**config.mk**
```make
export PLATFORM = sky130hd
export DESIGN_NAME = owu_merge
export DESIGN_NICKNAME = d
export VERILOG_FILES = /design/src/rtl/oja_rule_weight_update_top_defines.svh /design/src/rtl/owu_pkg.sv /design/src/rtl/owu_merge.sv
export SDC_FILE = /design/constraint.sdc
export NUM_CORES = 1
export LEC_CHECK = 0
export ABC_AREA = 1
export BUFFER_PORTS_ARGS = -buffer_cell sky130_fd_sc_hd__buf_4
export CELL_PAD_IN_SITES_DETAIL_PLACEMENT = 0
export CELL_PAD_IN_SITES_GLOBAL_PLACEMENT = 2
export CORE_MARGIN = 2
export CORE_UTILIZATION = 29
export CTS_CLUSTER_DIAMETER = 50
export DETAILED_ROUTE_END_ITERATION = 12
export GPL_TIMING_DRIVEN = 0
export PLACE_DENSITY_LB_ADDON = 0.08
export SLEW_MARGIN = 20
export SYNTH_ARGS = -nofsm -noshare
export SYNTH_HDL_FRONTEND = slang
export SYNTH_SLANG_ARGS = --single-unit
```
**constraint.sdc**
```tcl
create_clock -name clk -period 4.2 [get_ports clk]
set_clock_uncertainty 0.2 [all_clocks]
set_input_delay 0.42 -clock clk [delete_from_list [all_inputs] [get_ports clk]]
set_output_delay 0.42 -clock clk [all_outputs]
set_load 0.03 [all_outputs]
```
**src/rtl/oja_rule_weight_update_top_defines.svh**
```systemverilog
// ----------------------------------------------------------------------------
// Oja weight update - assertion macros
// Concurrent check wrappers, compiled out for synthesis.
// ----------------------------------------------------------------------------
`ifndef OJA_RULE_WEIGHT_UPDATE_TOP_DEFINES_SVH
`define OJA_RULE_WEIGHT_UPDATE_TOP_DEFINES_SVH

`ifndef SYNTHESIS

// antecedent holds -> consequent holds in the same cycle
`define OWU_ASSERT_IMPLY(lbl, ck, rn, ante, cons) \
    lbl: assert property (@(posedge ck) disable iff (!rn) (ante) |-> (cons)) \
        else $error("owu check failed: same-cycle implication");

// antecedent holds -> consequent holds in the next cycle
`define OWU_ASSERT_NEXT(lbl, ck, rn, ante, cons) \
    lbl: assert property (@(posedge ck) disable iff (!rn) (ante) |=> (cons)) \
        else $error("owu check failed: next-cycle implication");

`else

`define OWU_ASSERT_IMPLY(lbl, ck, rn, ante, cons)
`define OWU_ASSERT_NEXT(lbl, ck, rn, ante, cons)

`endif

`endif

```
**src/rtl/owu_pkg.sv**
```systemverilog
`timescale 1ns / 1ps
// ----------------------------------------------------------------------------
// owu_pkg
// Types, constants and helpers shared by the Oja weight update block.
// ----------------------------------------------------------------------------
package owu_pkg;

    localparam int VALUE_WIDTH = 16;
    localparam int FRAC_BITS   = 12;
    localparam int RATE_BITS   = 16;
    localparam int NUM_W       = 4;

    localparam int PROD_W  = 2 * VALUE_WIDTH;      // value x value product
    localparam int DWP_W   = RATE_BITS + VALUE_WIDTH + 1; // rate x value product
    localparam int SAT_W   = 2 * VALUE_WIDTH + 4;  // headroom for sums and rounding

    localparam int CFG_IDX_W  = 3;
    localparam int CFG_DATA_W = (VALUE_WIDTH > RATE_BITS) ? VALUE_WIDTH : RATE_BITS;

    typedef logic signed [VALUE_WIDTH-1:0] value_t;
    typedef logic signed [PROD_W-1:0]      prod_t;
    typedef logic signed [SAT_W-1:0]       wide_t;
    typedef logic        [RATE_BITS-1:0]   rate_t;
    typedef logic        [CFG_IDX_W-1:0]   cfg_idx_t;
    typedef logic        [CFG_DATA_W-1:0]  cfg_data_t;

    // register map
    localparam cfg_idx_t REG_LEARN_RATE    = 3'd0;
    localparam cfg_idx_t REG_INIT_WEIGHT0  = 3'd1;

    localparam rate_t  LEARN_RATE_RESET  = rate_t'(655);
    localparam value_t INIT_WEIGHT_RESET = value_t'(1 << FRAC_BITS);

    // half an LSB for round-half-up
    localparam wide_t FRAC_HALF = wide_t'(1) <<< (FRAC_BITS - 1);
    localparam wide_t RATE_HALF = wide_t'(1) <<< (RATE_BITS - 1);

    localparam wide_t VAL_MAX = (wide_t'(1) <<< (VALUE_WIDTH - 1)) - wide_t'(1);
    localparam wide_t VAL_MIN = -(wide_t'(1) <<< (VALUE_WIDTH - 1));

    typedef struct packed {
        value_t sample0;
        value_t sample1;
        value_t sample2;
        value_t sample3;
    } sample_t;

    typedef struct packed {
        value_t projection;
        value_t weight_out0;
        value_t weight_out1;
        value_t weight_out2;
        value_t weight_out3;
    } result_t;

    // per-step strobes from the sequencer to the lanes
    typedef struct packed {
        logic load_sample;
        logic calc_vw;
        logic calc_term;
        logic update;
    } lane_ctrl_t;

    function automatic value_t sat_value(input wide_t x);
        value_t r;
        if (x > VAL_MAX)
            r = value_t'(VAL_MAX);
        else if (x < VAL_MIN)
            r = value_t'(VAL_MIN);
        else
            r = value_t'(x);
        return r;
    endfunction

endpackage

```
**src/rtl/owu_merge.sv**
```systemverilog
`timescale 1ns / 1ps
// ----------------------------------------------------------------------------
// owu_merge
// Sums the lane products and rounds them into the projection v.
// ----------------------------------------------------------------------------
module owu_merge
(
    input  logic             clk,
    input  logic             en,
    input  owu_pkg::prod_t   prod [owu_pkg::NUM_W],
    output owu_pkg::value_t  proj
);

    owu_pkg::value_t v_reg;
    owu_pkg::wide_t  sum;

    always_comb
    begin
        sum = owu_pkg::FRAC_HALF;
        for (int i = 0; i < owu_pkg::NUM_W; i++)
        begin
            sum = sum + owu_pkg::wide_t'(prod[i]);
        end
    end

    always_ff @(posedge clk)
    begin
        if (en)
        begin
            v_reg <= owu_pkg::sat_value(sum >>> owu_pkg::FRAC_BITS);
        end
    end

    assign proj = v_reg;

endmodule

```
==> flow_summary.ini <==
[yosys]
synthTopCellsByCount = inv_1 (201), nand2_1 (187), fa_1 (64), ha_1 (64), nor2_1 (44)
synth_seq_cells = 16
synthesis.area_um2 = 5000
yosysSeqAreaShare = 0.0961
synth.distinct_cells = 27
yosys_warnings = 0
synth.avg_cell_area_um2 = 7.02
synthTopCellsByArea = fa_1 (26%), ha_1 (16%), inv_1 (15%)
synthMostInstantiatedCell = inv_1
yosysTopAreaCell = fa_1
synth.net_count = 970
synth_edf_count = 16
synth_flop_cell = edfxtp_1
synth_cells = 712
async_reset_ff_frac = 0
synth_top_area_frac = 0.256

[power_and_ir_drop]
p_leak_nw = 3.92
p_clk_frac = 0.042
p_int_w = 0.00209
power.density_nw_per_um2 = 578
p_comb_frac = 0.880
switchingPower_w = 0.00228
power_switching_share = 0.521
ir_drop_mv = 0.308
seq_power_share = 0.078

[routing]
wl_per_cell_um = 12.9
drc = 0
dr_total_vias = 4743
viasPerCell = 4.32
ant_nets = 0
wl_um = 14100
drt-pass1-iter-count = 4
drt_iter0_drc = 119

[clock_tree]
cts_max_path_buffers = 2
cts_max_level = 1
cts.sinks = 16
clk_pin_slew_ns = 0.05
root_buffer = clkbuf_16
cts_buffers = 3
cts_tree = done

[layout]
diodes = 0
utilization = 0.443
syn2layout_area_growth_pct = 51.1
final_cell_area_um2 = 7560
seq_area_um2 = 480
final_nets = 1133
largest_reg_flops = 16
n_fill_cell = 1782
multi_input_area_um2 = 4710
layout-drive-gt1-share = 0.370

[setup_path]
critPathLaunchType = input port
cp_max_fo = 5
critical_path_required_ns = 4.12
slowest_delay_ns = 0.60
cp-end-kind = register
path_cells = buf_4, inv_1, fa_1, inv_1, fa_2, fa_2, ha_4, a21oi_4, o21bai_1, a21oi_1, nand2_2, nand2_2, nand2_1, nand2_1, nand3_1, nor2_1, nand4_1, nand2_4, clkbuf_16, nand2_1, nand2_1
crit_top_cell = nand2_1
arrival_ns = 3.93
critPathSlowestCell = fa_2
critPathKind = input port to register

[placed_design]
finalWeightedCongestion = 0.792
dpl_cell_area_um2 = 6370
portBuffers = 145
hpwl_um = 12700

[floorplanning]
rows = 48
start_util = 0.293
io_pins = 146
core_um2 = 17100
die_w_um = 135
dieHeight_um = 135
die_area_um2 = 18300

[hold_path]
hp-start = en
hold_end = proj[0]$_SDFFCE_PN1P_
hold_path.class = input port to register
holdPathStages = 1

[sta]
drv_slew = 0
slew_headroom = 0.680
tightest_slew_ns = 0.477
setup_viol = 0
hold_violations = 0
fmax_mhz = 249
rsz0062_at_grt = true
period_share = 0.955
fin_crit_ns = 4.01

[global_routing]
grt_antenna_before_repair = 0
grt_use_total = 0.153
grt_pass1_wl_um = 22800
grt_overflow = 0
grt_max_degree = 17
grt_pass1_vias = 4829

[outcome]
status = complete, no violations

[job]
max_cap_viol_count = 0
[cell usage in the layout (no fill, tap or decap), types with 2 or more instances in the layout]
cell,instances
o21ai_1,6
nand4_1,5
nor3_2,2
a21oi_4,4
nand2_4,9
a31oi_1,8
nor2_4,7
xnor2_1,8
clkbuf_16,4
nand3_2,4
nand2_2,34
o21bai_2,2
inv_1,197
fa_1,60
ha_1,23
nor3_1,2
nor2_1,28
nor4_4,2
o21a_1,2
xor2_1,7
inv_2,6
fa_2,4
nand2_1,151
buf_4,156
nor2_2,15
ha_4,41
a21oi_1,10
o21bai_1,2
o21ai_0,7
edfxtp_1,16
nand3_1,16
a21oi_2,22
o21ai_2,3
[kinds of logic (layout without fill, tap and decap cells)]
group / count (synthesis) / in the layout / synth area share
simple gates: 280 / 280 / 0.230
compound gates: 67 / 67 / 0.0726
xor+xnor: 16 / 16 / 0.0280
flops: 16 / 16 / 0.0961
fa+ha+maj: 128 / 128 / 0.416
buf+inv: 205 / 367 / 0.157
[layer usage]
metal	vias to the layer above	track usage	wire (µm)
met5	-	0	0
met4	0	0.0156	49
met3	5	0.00561	506
met2	93	0.265	6690
met1	2181	0.220	6890
li1	2464	-	-
[worst max-delay path, delay by kind of cell]
| family | cells | cell delay [ns] |
|---|---|---|
| simple gates | 10 | 1.01 |
| compound gates | 3 | 0.41 |
| buf+inv | 4 | 0.33 |
| fa+ha+maj | 4 | 1.75 |
[how the worst max path moves through the flow]
stage,start,to,slack (ns),cells after the start
finish,prod[10],proj[4]$_SDFFCE_PN1P_,0.19,21
floorplan,prod[10],proj[10]$_SDFFCE_PN1P_,0.35,19
CTS,prod[10],proj[11]$_SDFFCE_PN1P_,0.005,22
detailed placement,prod[15],proj[11]$_SDFFCE_PN1P_,-0.44,20
global placement,prod[31],proj[6]$_SDFFCE_PN1P_,-0.41,17
global route,prod[21],proj[14]$_SDFFCE_PN1P_,-0.04,23
[power groups by stage]
stage	registers (W)	clock network, W	logic (W)
floorplan	0.000515	0	0.00177
CTS	0.000343	0.000186	0.00295
global route	0.000350	0.000192	0.00428
global placement	0.000344	0	0.00281
detailed placement	0.000346	0	0.00282
finish	0.000342	0.000182	0.00385
[cell type report]
cell class	instances	share of cell area
flip-flops and latches	16	0.0636
multi-input cells	491	0.623
plain buffers	2	0.00348
clock buffers	3	0.00994
inverters	203	0.101
clock inverters	1	0.000497
repair buffers	158	0.161
well taps	225	0.0373
[metrics by stage]
stage / hold WS (ns) / setup WS, ns / TNS, ns / cells / power [W]
after floorplan: 0.332 / 0.350 / 0 / 712 / 0.00229
final: 0.346 / 0.188 / 0 / 1099 / 0.00437
after CTS: 0.343 / 0.00493 / 0 / 1088 / 0.00347
after detailed placement: 0.598 / -0.445 / -5.66 / 1082 / 0.00316
after global routing: 0.348 / -0.0397 / -0.314 / 1099 / 0.00483
after global placement: 0.588 / -0.407 / -5.26 / 1082 / 0.00316
[repair_timing]
item                       4_1_cts  5_1_grt
setup buffers                    2       10
hold buffers                     0        0
setup endpoints to repair       12       15
gates cloned                     0        1
pin swaps                        1       42
resized for setup               17      174
(Power assumes the default switching activity.)
