**src/rtl/oja_rule_weight_update_top_defines.svh**
```systemverilog
// ----------------------------------------------------------------------------
// Oja weight update - assertion macros
// Concurrent check wrappers, compiled out for synthesis.
// ----------------------------------------------------------------------------
`ifndef OJA_RULE_WEIGHT_UPDATE_TOP_DEFINES_SVH
`define OJA_RULE_WEIGHT_UPDATE_TOP_DEFINES_SVH

`ifndef SYNTHESIS

// antecedent holds -> consequent holds in the same cycle
`define OWU_ASSERT_IMPLY(lbl, ck, rn, ante, cons) \
    lbl: assert property (@(posedge ck) disable iff (!rn) (ante) |-> (cons)) \
        else $error("owu check failed: same-cycle implication");

// antecedent holds -> consequent holds in the next cycle
`define OWU_ASSERT_NEXT(lbl, ck, rn, ante, cons) \
    lbl: assert property (@(posedge ck) disable iff (!rn) (ante) |=> (cons)) \
        else $error("owu check failed: next-cycle implication");

`else

`define OWU_ASSERT_IMPLY(lbl, ck, rn, ante, cons)
`define OWU_ASSERT_NEXT(lbl, ck, rn, ante, cons)

`endif

`endif

```
**src/rtl/owu_pkg.sv**
```systemverilog
`timescale 1ns / 1ps
// ----------------------------------------------------------------------------
// owu_pkg
// Types, constants and helpers shared by the Oja weight update block.
// ----------------------------------------------------------------------------
package owu_pkg;

    localparam int VALUE_WIDTH = 16;
    localparam int FRAC_BITS   = 12;
    localparam int RATE_BITS   = 16;
    localparam int NUM_W       = 4;

    localparam int PROD_W  = 2 * VALUE_WIDTH;      // value x value product
    localparam int DWP_W   = RATE_BITS + VALUE_WIDTH + 1; // rate x value product
    localparam int SAT_W   = 2 * VALUE_WIDTH + 4;  // headroom for sums and rounding

    localparam int CFG_IDX_W  = 3;
    localparam int CFG_DATA_W = (VALUE_WIDTH > RATE_BITS) ? VALUE_WIDTH : RATE_BITS;

    typedef logic signed [VALUE_WIDTH-1:0] value_t;
    typedef logic signed [PROD_W-1:0]      prod_t;
    typedef logic signed [SAT_W-1:0]       wide_t;
    typedef logic        [RATE_BITS-1:0]   rate_t;
    typedef logic        [CFG_IDX_W-1:0]   cfg_idx_t;
    typedef logic        [CFG_DATA_W-1:0]  cfg_data_t;

    // register map
    localparam cfg_idx_t REG_LEARN_RATE    = 3'd0;
    localparam cfg_idx_t REG_INIT_WEIGHT0  = 3'd1;

    localparam rate_t  LEARN_RATE_RESET  = rate_t'(655);
    localparam value_t INIT_WEIGHT_RESET = value_t'(1 << FRAC_BITS);

    // half an LSB for round-half-up
    localparam wide_t FRAC_HALF = wide_t'(1) <<< (FRAC_BITS - 1);
    localparam wide_t RATE_HALF = wide_t'(1) <<< (RATE_BITS - 1);

    localparam wide_t VAL_MAX = (wide_t'(1) <<< (VALUE_WIDTH - 1)) - wide_t'(1);
    localparam wide_t VAL_MIN = -(wide_t'(1) <<< (VALUE_WIDTH - 1));

    typedef struct packed {
        value_t sample0;
        value_t sample1;
        value_t sample2;
        value_t sample3;
    } sample_t;

    typedef struct packed {
        value_t projection;
        value_t weight_out0;
        value_t weight_out1;
        value_t weight_out2;
        value_t weight_out3;
    } result_t;

    // per-step strobes from the sequencer to the lanes
    typedef struct packed {
        logic load_sample;
        logic calc_vw;
        logic calc_term;
        logic update;
    } lane_ctrl_t;

    function automatic value_t sat_value(input wide_t x);
        value_t r;
        if (x > VAL_MAX)
            r = value_t'(VAL_MAX);
        else if (x < VAL_MIN)
            r = value_t'(VAL_MIN);
        else
            r = value_t'(x);
        return r;
    endfunction

endpackage

```
**src/rtl/owu_lane.sv**
```systemverilog
`timescale 1ns / 1ps
// ----------------------------------------------------------------------------
// owu_lane
// One weight lane: holds its weight, forms w*z, then the Oja correction.
// ----------------------------------------------------------------------------
module owu_lane
(
    input  logic                 clk,
    input  logic                 rst_n,
    input  owu_pkg::lane_ctrl_t  ctrl,
    input  owu_pkg::value_t      sample,
    input  owu_pkg::value_t      proj,
    input  owu_pkg::rate_t       learn_rate,
    input  logic                 load_en,
    input  owu_pkg::value_t      load_val,
    output owu_pkg::prod_t       prod,
    output owu_pkg::value_t      weight,
    output owu_pkg::value_t      weight_upd
);

    owu_pkg::value_t weight_reg;
    owu_pkg::value_t z_reg;
    owu_pkg::prod_t  prod_reg;
    owu_pkg::prod_t  pvw_reg;
    owu_pkg::prod_t  pt_reg;

    owu_pkg::wide_t  vw_wide;
    owu_pkg::value_t vw;
    owu_pkg::value_t d;
    owu_pkg::prod_t  pt_next;
    owu_pkg::value_t t;
    logic signed [owu_pkg::DWP_W-1:0] dw_prod;
    owu_pkg::wide_t  dw_wide;
    owu_pkg::value_t weight_next;

    always_comb
    begin
        vw_wide = (owu_pkg::wide_t'(pvw_reg) + owu_pkg::FRAC_HALF) >>> owu_pkg::FRAC_BITS;
        vw      = owu_pkg::sat_value(vw_wide);
        d       = owu_pkg::sat_value(owu_pkg::wide_t'(z_reg) - owu_pkg::wide_t'(vw));
        pt_next = owu_pkg::prod_t'(proj) * owu_pkg::prod_t'(d);

        t       = owu_pkg::sat_value((owu_pkg::wide_t'(pt_reg) + owu_pkg::FRAC_HALF)
                                     >>> owu_pkg::FRAC_BITS);
        // rate is unsigned: zero-extend before the signed multiply
        dw_prod = $signed({{(owu_pkg::DWP_W - owu_pkg::RATE_BITS){1'b0}}, learn_rate})
                  * (owu_pkg::DWP_W)'(t);
        dw_wide = (owu_pkg::wide_t'(dw_prod) + owu_pkg::RATE_HALF) >>> owu_pkg::RATE_BITS;
        weight_next = owu_pkg::sat_value(owu_pkg::wide_t'(weight_reg) + dw_wide);
    end

    always_ff @(posedge clk or negedge rst_n)
    begin
        if (!rst_n)
        begin
            weight_reg <= owu_pkg::INIT_WEIGHT_RESET;
        end
        else if (load_en)
        begin
            weight_reg <= load_val;
        end
        else if (ctrl.update)
        begin
            weight_reg <= weight_next;
        end
    end

    always_ff @(posedge clk)
    begin
        if (ctrl.load_sample)
        begin
            z_reg    <= sample;
            prod_reg <= owu_pkg::prod_t'(weight_reg) * owu_pkg::prod_t'(sample);
        end
        if (ctrl.calc_vw)
        begin
            pvw_reg <= owu_pkg::prod_t'(proj) * owu_pkg::prod_t'(weight_reg);
        end
        if (ctrl.calc_term)
        begin
            pt_reg <= pt_next;
        end
    end

    assign prod       = prod_reg;
    assign weight     = weight_reg;
    assign weight_upd = weight_next;

endmodule

```
**config.mk**
```make
export PLATFORM = sky130hd
export DESIGN_NAME = owu_lane
export DESIGN_NICKNAME = d
export VERILOG_FILES = /design/src/rtl/oja_rule_weight_update_top_defines.svh /design/src/rtl/owu_pkg.sv /design/src/rtl/owu_lane.sv
export SDC_FILE = /design/constraint.sdc
export NUM_CORES = 2
export LEC_CHECK = 0
export ABC_CLOCK_PERIOD_IN_PS = 11900
export BUFFER_PORTS_ARGS = -buffer_cell sky130_fd_sc_hd__buf_2
export CELL_PAD_IN_SITES_DETAIL_PLACEMENT = 1
export CELL_PAD_IN_SITES_GLOBAL_PLACEMENT = 1
export CORE_ASPECT_RATIO = 1.2
export CORE_MARGIN = 3
export CORE_UTILIZATION = 40
export DETAILED_ROUTE_END_ITERATION = 8
export GPL_TIMING_DRIVEN = 0
export PLACE_DENSITY = 0.75
export SYNTH_ARGS = -nofsm -noshare
export SYNTH_HDL_FRONTEND = slang
export SYNTH_SLANG_ARGS = --single-unit
export TNS_END_PERCENT = 20
```
**constraint.sdc**
```tcl
create_clock -name clk -period 11.9 [get_ports clk]
set_clock_uncertainty 0.2 [all_clocks]
set_input_delay 1.785 -clock clk [delete_from_list [all_inputs] [get_ports clk]]
set_output_delay 1.785 -clock clk [all_outputs]
set_load 0.1 [all_outputs]
```
==> summary.md <==
- **Die W** 307 um
- **critical path class** reg -> out
- **TritonCTS sink count** 106
- **type of the worst min-delay path** reg -> reg
- **cell types with the largest area share after synthesis** fa_1 (45%), ha_1 (12%), inv_1 (9.6%), edfxtp_1 (6.2%), and2_1 (6.0%)
- **average detailed-routed wire length per instance** 22.4 um
- **via total after detailed routing** 33762
- **share of layout cells above drive strength 1** 8.96%
- **highest attainable clock frequency** 77.6 MHz
- **cell area after synthesis** 43600 um2
- **first-pass GRT wire length** 222000 um
- **clock tree from TritonCTS** built
- **Syn. warnings** 0
- **total nets after synthesis** 6166
- **CP Max Fanout** 10
- **slack of the worst reg-to-reg path** 510 ps
- **hold path depth** 2
- **slew margin rel.** 18.4%
- **number of standard cells after synthesis** 4715
- **Layout area overhead** 10.9%
- **area share of the largest cell type after synthesis** 45.0%
- **share of flip-flops with an asynchronous set or reset after synthesis** 15.1%
- **DP Worst Slack** -3100 ps
- **largest net degree at the start of global routing** 49
- **Residual DRC** 0
- **number of max-slew violations in the final report** 0
- **WP data required** 9920 ps
- **crit path setup slack, layout** -992 ps
- **drt initial violations** 1839
- **number of storage elements in the synthesis netlist** 106
- **initial core utilization** 40.4%
- **Inserted Clock Buffers** 9
- **DR pass1 iterations** 5
- **CTS clock-pin slew for the worst setup and hold paths** 90 ps
- **via count of the first global-routing pass** 38703
- **Post-CTS Hold Fix Bufs** 0
- **hpwl dp** 119000 um
- **die height** 368 um
- **capture point of the worst reg-to-reg path** pt_reg[29]
- **primary flip-flop cell chosen by synthesis mapping** edfxtp_1
- **time the worst path needs with I/O delays and setup** 12890 ps
- **final-stage net count** 6389
- **count of input and output buffers** 133
- **worst r2r src** pvw_reg[13]
- **mean number of vias per cell** 5.31
- **biggest cell delay along the critical path** 520 ps
- **run status** finished, violations left
- **number of flip-flops under the largest register name** 32
- **sequential element share of the synthesized area** 7.12%
- **gp weighted congestion** 0.920
- **most common cell after layout, fill and taps aside** inv_1
- **Clk Latency, worst-skew pair** 410 ps
- **commonest non-fill, non-tap cells in the layout** inv_1 (1112), fa_1 (974), nand2_1 (593), and2_1 (419), ha_1 (393)
- **area of the die** 113000 um2
- **Std-Cell Rows** 132
- **Max Root-Sink Buffers** 2
- **fraction of the cycle the final worst path needs** 108%
- **transition time at the pin with the least slew margin** 1210 ps
- **unrepaired setup endpoints after global routing** true
- **CTS H-tree lvls** 3
- **number of setup violations in the final report** 16
- **buffer cell driving the clock tree root** clkbuf_16
- **CP startpoint kind** register
- **violations in the final reports** negative setup slack
- **number of hold violations in the final report** 0
- **Hold Startpoint** weight[12]
- **arrival time of data at the critical path endpoint** 10910 ps
- **number of different library cells in the post-synthesis netlist** 85
- **GRT Util Overall** 25.8%
- **kind of capture point of the worst setup path** output port
- **worst reg-to-reg path cell count** 43
- **initial antenna violation count** 18
- **Boundary Pins** 135
- **gr ovfl total** 0
- **routed wire length** 143000 um
- **CP max stage cell** fa_1
- **post-route antenna net violation count** 0
- **number of enable-type register cells in the synthesized netlist** 90
- **cell repeated most along the worst path** fa_1
- **syn avg cell area** 9.24 um2
- **floorplan core area** 108000 um2
- **max cap viols** 0
- **hold worst-path end** weight[12]
- **library cell occupying the most area in the post-synthesis netlist** fa_1
## worst max-delay path: cells and delay by family (launching register included)
| family | cells | cell delay (ps) |
|---|---|---|
| fa+ha+maj | 9 | 3710 |
| flops | 1 | 400 |
| buf+inv | 11 | 1270 |
| xor+xnor | 1 | 100 |
| compound gates | 13 | 2310 |
| simple gates | 14 | 2720 |
## Yosys cell counts, types with 33 or more instances
library cell,instances
o21ai_0,73
xnor2_1,103
a21oi_1,94
and2_1,421
nand2b_1,48
xor2_1,59
edfxtp_1,90
fa_1,979
a21o_1,57
nor2_1,120
o21a_1,33
clkbuf_1,175
nand3_1,43
nand2_1,598
inv_1,1114
ha_1,401
## area by class of cell
type	instances	area [um2]
plain buffers	181	928
repair buffers	213	1580
clock inverters	3	22.5
diodes	10	25.0
multi-input cells	3313	36500
flip-flops and latches	106	3100
clock buffers	13	263
fillers	12559	59700
inverters	1114	4180
well taps	1407	1760
## through the flow
step                TNS, ps  utilization (%)  hold WS (ps)  instances  instance area, um2
floorplan                 0                -           599       4715               43700
global placement     -83430             42.7           577       6255               46200
CTS                  -21110             44.0           600       6309               47600
detailed placement   -94420             42.7           586       6255               46200
finish               -14590             44.7           617       6360               48300
global route         -20670             44.7           643       6352               48300
## layer usage
metal  track usage, %  up-vias  wire, um
met5                0        -        46
li1                 -    14587         -
met2             46.1     1028     73700
met4             12.1        8      7360
met1             30.4    17804     53500
met3             3.56      335      8060
## kinds of logic (layout without fill, tap and decap cells)
kind of cell    count (synthesis)  count (layout)  synth area share, %
other cells                     0              10                    0
flops                         106             106                 7.12
mux                             4               4               0.0919
fa+ha+maj                    1383            1383                 56.5
compound gates                389             389                 6.17
xor+xnor                      162             162                 3.26
simple gates                 1375            1375                 15.6
buf+inv                      1296            1524                 11.2
## how the worst max path moves through the flow
stage | startpoint | to | slack, ps | cells after the start
after global routing | pt_reg[11] | weight_upd[14] | -1360 | 47
final | pt_reg[11] | weight_upd[12] | -990 | 48
after floorplan | pt_reg[11] | weight_upd[10] | 60 | 45
after CTS | pt_reg[11] | weight_upd[4] | -930 | 48
after detailed placement | pt_reg[20] | weight_upd[13] | -3100 | 42
after global placement | pt_reg[20] | weight_upd[4] | -2870 | 44
## repair_timing
| action | CTS | global route |
|---|---|---|
| gates cloned | 3 | 1 |
| gates resized for setup | 211 | 130 |
| buffers inserted | 35 | 41 |
| pin swaps | 42 | 52 |
| endpoints found under the setup margin | 51 | 35 |
Power is not shown: default switching activity piles up to over one toggle a cycle in this logic, so the estimate is an artifact.
